<file path="config.mk">
export PLATFORM = sky130hd
export DESIGN_NAME = ntcb_div
export DESIGN_NICKNAME = d
export VERILOG_FILES = /design/src/ntcb_pkg.sv /design/src/ntcb_div.sv
export SDC_FILE = /design/constraint.sdc
export NUM_CORES = 2
export LEC_CHECK = 0
export ABC_CLOCK_PERIOD_IN_PS = 8800
export BUFFER_PORTS_ARGS = -buffer_cell sky130_fd_sc_hd__buf_2
export CAP_MARGIN = 10
export CORE_ASPECT_RATIO = 1.2
export CORE_MARGIN = 5
export CORE_UTILIZATION = 69
export DETAILED_ROUTE_END_ITERATION = 10
export PLACE_DENSITY = 0.86
export SYNTH_ARGS = -nofsm -noshare
export SYNTH_HDL_FRONTEND = slang
export SYNTH_SLANG_ARGS = --single-unit
</file>
<file path="constraint.sdc">
create_clock -name i_clk -period 8.8 [get_ports i_clk]
set_input_delay 1.76 -clock i_clk [delete_from_list [all_inputs] [get_ports i_clk]]
set_output_delay 1.76 -clock i_clk [all_outputs]
set_load 0.05 [all_outputs]
</file>
<file path="src/ntcb_pkg.sv">
// Shared types and constants for the NTC beta-equation temperature converter.
// Used by every module of the block; depends on nothing.
package ntcb_pkg;

    localparam int CFG_IDX_W  = 3;
    localparam int CFG_DATA_W = 20;
    localparam int OHM_W      = 20;
    localparam int BETA_W     = 14;
    localparam int T0_W       = 15;

    localparam int LOG_K_W    = 5;
    localparam int LOG_FRAC   = 28;
    localparam int LOG_W      = LOG_K_W + LOG_FRAC;
    localparam int LOG_LAT    = LOG_FRAC + 1;

    localparam int DIV_BITS   = 16;
    localparam int DIV_A_W    = 63;
    localparam int DIV_B_W    = 50;

    localparam logic [29:0] LN2_Q30      = 30'd744261118;
    localparam logic [15:0] KELVIN_CENTI = 16'd27315;

    typedef enum logic [CFG_IDX_W-1:0] {
        CFG_SERIES_A  = 3'd0,
        CFG_NOMINAL_A = 3'd1,
        CFG_SERIES_B  = 3'd2,
        CFG_NOMINAL_B = 3'd3,
        CFG_BETA      = 3'd4,
        CFG_T0        = 3'd5
    } t_cfg_idx;

    typedef struct packed {
        logic valid;
        logic fault;
    } t_tag;

endpackage

</file>
<file path="src/ntcb_div.sv">
// Pipelined restoring divider producing a 16-bit quotient, one bit per stage.
// Flags quotients of 2^16 or more; depends on ntcb_pkg for widths and the tag type.
module ntcb_div (
    input  logic                         i_clk,
    input  logic                         i_rst_n,
    input  ntcb_pkg::t_tag               i_tag,
    input  logic [ntcb_pkg::DIV_A_W-1:0] i_a,
    input  logic [ntcb_pkg::DIV_B_W-1:0] i_b,
    output ntcb_pkg::t_tag               o_tag,
    output logic [ntcb_pkg::DIV_BITS-1:0] o_q,
    output logic                         o_ovf
);

    localparam int NB = ntcb_pkg::DIV_BITS;
    localparam int AW = ntcb_pkg::DIV_A_W;
    localparam int BW = ntcb_pkg::DIV_B_W;
    localparam int CW = BW + NB + 1;

    ntcb_pkg::t_tag s_tag [0:NB];
    logic [AW-1:0]  s_rem [0:NB];
    logic [BW-1:0]  s_b   [0:NB];
    logic [NB-1:0]  s_q   [0:NB];
    logic           s_ovf [0:NB];

    assign s_tag[0] = i_tag;
    assign s_rem[0] = i_a;
    assign s_b[0]   = i_b;
    assign s_q[0]   = '0;
    assign s_ovf[0] = CW'(i_a) >= CW'({i_b, NB'(0)});

    for (genvar g = 0; g < NB; g++) begin : g_stage
        localparam int BIT = NB - 1 - g;
        ntcb_pkg::t_tag r_tag;
        logic [AW-1:0]  r_rem;
        logic [BW-1:0]  r_b;
        logic [NB-1:0]  r_q;
        logic           r_ovf;
        logic [CW-1:0]  w_sh;
        logic           w_ge;

        assign w_sh = CW'(s_b[g]) << BIT;
        assign w_ge = CW'(s_rem[g]) >= w_sh;

        always_ff @(posedge i_clk) begin
            if (!i_rst_n) begin
                r_tag <= '0;
            end else begin
                r_tag <= s_tag[g];
            end
        end

        always_ff @(posedge i_clk) begin
            r_b   <= s_b[g];
            r_ovf <= s_ovf[g];
            if (w_ge) begin
                r_rem <= s_rem[g] - w_sh[AW-1:0];
                r_q   <= s_q[g] | (NB'(1) << BIT);
            end else begin
                r_rem <= s_rem[g];
                r_q   <= s_q[g];
            end
        end

        assign s_tag[g+1] = r_tag;
        assign s_rem[g+1] = r_rem;
        assign s_b[g+1]   = r_b;
        assign s_q[g+1]   = r_q;
        assign s_ovf[g+1] = r_ovf;
    end

    assign o_tag = s_tag[NB];
    assign o_q   = s_q[NB];
    assign o_ovf = s_ovf[NB];

endmodule

</file>
==> results.sh <==
export IMPL_finalHoldViolations=0
export IMPL_syn_area_per_cell_um2=8.682
export IMPL_powerDensity_mw_per_mm2=392.7
export IMPL_synthCells=10790
export IMPL_reg2reg_depth=16
export IMPL_die_height_um=413.7
export IMPL_finalCritPeriodShare_pct=62.82
export IMPL_synth_top_cell_by_area="dfxtp_1"
export IMPL_outcome="completed"
export IMPL_yosysMostFrequentCell="dfxtp_1"
export IMPL_path_cells="inv_1 > ha_1 > fa_1 > nor2b_1 > o21ai_0 > a21oi_1 > o211ai_1 > a21boi_0 > a41oi_1 > a21oi_1 > a31oi_1 > buf_4 > o21ai_4 > buf_4 > buf_4 > mux2_2"
export IMPL_floorplan_rows=148
export IMPL_ys_ff_latch=1879
export IMPL_yosysWarnings=0
export IMPL_reg2reg_slack_ns=3.27
export IMPL_whs_ns=0.3220
export IMPL_grt_overflow_total=0
export IMPL_max_freq_mhz=180.9
export IMPL_worst_setup_path_type="register to register"
export IMPL_syn_nets=11770
export IMPL_io_buffers=135
export IMPL_worst_pin_slew_ns=1.193
export IMPL_yosysTopAreaCellShare_pct=40.14
export IMPL_hold_buffers=0
export IMPL_wl_met3_um=11040
export IMPL_vdd_ir_drop_max_uv=263.8
export IMPL_hold_class="register to register"
export IMPL_fin_nets=11740
export IMPL_worstReg2RegEnd="g_stage[14].r_rem[8]"
export IMPL_drtIter0Drc=5187
export IMPL_place_hpwl_um=192100
export IMPL_path_delay_family="compound AO/OA/AOI/OAI gates"
export IMPL_dieArea_mm2=0.1433
export IMPL_n_fill_cell=9403
export IMPL_seqCellArea_mm2=0.03762
export IMPL_clk_pin_slew_ns=0.06
export IMPL_placed_area_mm2=0.09553
export IMPL_worstPathArrival_ns=6.25
export IMPL_cts_setup_buffers=0
export IMPL_min_from="g_stage[11].r_q[9]"
export IMPL_layout_drive_gt1_share_pct=6.245
export IMPL_skew_ns=0.03162
export IMPL_synthArstFlopShare_pct=0
export IMPL_cp_required_ns=9.52
export IMPL_totalWireLength_um=253300
export IMPL_cts_resized=0
export IMPL_top_layer="met4"
export IMPL_multi_input_area_mm2=0.05087
export IMPL_wl_met2_um=128600
export IMPL_fin_area_mm2=0.1018
export IMPL_die_w_um=346.4
export IMPL_slowest_delay_ns=0.50
export IMPL_ys_seq_area_share_pct=40.14
export IMPL_drt_pass1_iter_count=6
export IMPL_grt_pass1_wl_um=400000
export IMPL_synth_edf_count=0
export IMPL_syn2layout_area_growth_pct=8.622
export IMPL_synth_mux_area_fraction_pct=1.586
export IMPL_place_gp_congestion=1.028
export IMPL_worstSetupEndpointType="register"
export IMPL_vias_per_cell=6.134
export IMPL_drtAntennaViolNets=0
export IMPL_synth_area_leaders="dfxtp_1 (40%), ha_1 (11%), a21oi_1 (5.9%)"
export IMPL_setup_viol_count_final=0
export IMPL_netlist_area_mm2=0.09372
export IMPL_synth_simple_area_share_pct=13.19
export IMPL_cts_buffers=175
export IMPL_grt_max_degree=98
export IMPL_placed_cells=12390
export IMPL_cts_root_buf="clkbuf_16"
export IMPL_fin_util_pct=75.20
export IMPL_cts_htree_levels=4
export IMPL_vias=77980
export IMPL_r2r_start="g_stage[13].r_rem[1]"
export IMPL_drt_met1_wl_um=86280
export IMPL_antenna_found_initial=6
export IMPL_drcViolationCount=0
export IMPL_instances_no_fill=12710
export IMPL_clkSinkCount=1879
export IMPL_clock_latency_ns=0.85
export IMPL_ys_types=103
export IMPL_cp_start_kind="register"
export IMPL_tritoncts="done"
export IMPL_grt_pass1_vias=79200
export IMPL_crit_slowest_cell="buf_4"
export IMPL_synth_adder_area_share_pct=11.59
export IMPL_ios=136
export IMPL_maxCapViolations=0
export IMPL_synth_top_family_by_area="compound AO/OA/AOI/OAI gates"
export IMPL_cpMostUsedCell="buf_4"
export IMPL_synth_compound_area_share_pct=20.84
export IMPL_crit_fanout=46
export IMPL_rsz0062_at_grt="false"
export IMPL_slew_viol_final=0
export IMPL_wl_per_cell_um=19.92
export IMPL_core_mm2=0.1354
export IMPL_post_synth_xor_area_fraction_pct=6.990
export IMPL_synthTopCellsByCount="dfxtp_1 (1879), a21oi_1 (1096), inv_1 (1029)"
export IMPL_cts_max_path_buffers=3
export IMPL_crit_buf_inv=4
export IMPL_synthFlopType="dfxtp_1"
export IMPL_tns_ns=0
export IMPL_start_util_pct=69.23
export IMPL_max_slew_margin_rel_pct=19.72
export IMPL_grt_use_total_pct=34.14
export IMPL_p_leak_nw=47.47
export IMPL_period_minus_slack_ns=5.528
export IMPL_min_path_cells=0
export IMPL_holdPathEnd="g_stage[12].r_q[9]"
-- flip-flops by register name (all words and copies together), names as in the netlist --
| register | count |
|---|---|
| o_tag | 2 |
| g_stage.r_tag | 30 |
| g_stage.r_rem | 945 |
| o_ovf | 1 |
| g_stage.r_ovf | 15 |
| g_stage.r_b | 750 |
| g_stage.r_q | 120 |
| o_q | 16 |
-- cells by family after synthesis --
logic type	Yosys count
buffers and inverters	1403
muxes	133
DFF	1879
AOI/OAI and AO/OA	3155
and+or+nand+nor	2617
xor gates and xnor gates	748
adders and majority gates	859
-- metrics by stage --
stage | setup slack, ns | power [W]
finish | 3.272 | 0.03997
global route | 3.041 | 0.04247
CTS | 3.358 | 0.03957
detailed placement | 2.477 | 0.03126
global placement | 2.544 | 0.03062
floorplan | 3.698 | 0.02662
-- power by group --
group | switching [W] | internal, W | total [W]
combinational | 0.0115 | 0.00800 | 0.0195
sequential | 0.00144 | 0.0109 | 0.0124
clock | 0.00335 | 0.00474 | 0.00809
total | 0.0163 | 0.0237 | 0.0400
-- area by class of cell --
| type | instances | area share, % |
|---|---|---|
| Timing Repair Buffer | 166 | 0.9046 |
| Antenna cell | 9 | 0.02212 |
| Sequential cell | 1879 | 36.95 |
| Inverter | 1030 | 3.798 |
| Clock buffer | 241 | 4.942 |
| Tap cell | 1800 | 2.212 |
| Multi-Input combinational cell | 7512 | 49.98 |
| Clock inverter | 76 | 1.193 |
-- routing by layer --
layer  GRT usage [%]  vias up
met5               0        -
met4           31.12        0
met3           4.102     1154
met2           64.37     3267
met1           32.10    36100
li1                -    37460
-- worst max-delay path by stage --
stage | startpoint | endpoint | slack [ns] | depth (start not counted)
floorplan | i_a[15] | g_stage[0].r_rem[16] | 3.70 | 15
global placement | i_a[15] | g_stage[0].r_rem[16] | 2.54 | 16
detailed placement | i_a[15] | g_stage[0].r_rem[20] | 2.48 | 16
CTS | i_a[15] | g_stage[0].r_rem[29] | 3.36 | 16
global route | g_stage[13].r_rem[1] | g_stage[14].r_rem[8] | 3.04 | 16
finish | g_stage[13].r_rem[1] | g_stage[14].r_rem[8] | 3.27 | 16
-- placed cells by master (no fill, tap or decap), drive strengths merged, types with 39 or more instances in the layout --
cell / instances
nor2b: 96
nor4: 81
nand2b: 86
nand2: 861
o21a: 97
nor2: 693
xnor2: 423
mux2: 124
a21o: 523
nor3: 118
o211ai: 39
and2: 87
clkbuf: 241
ha: 844
o31ai: 61
nand3: 169
nand4: 190
inv: 1038
dfxtp: 1879
a211oi: 71
o21bai: 117
a31oi: 91
o21ai: 750
buf: 166
and3: 89
xor2: 325
a21oi: 1100
No activity file was read; power rests on OpenSTA's default activity.
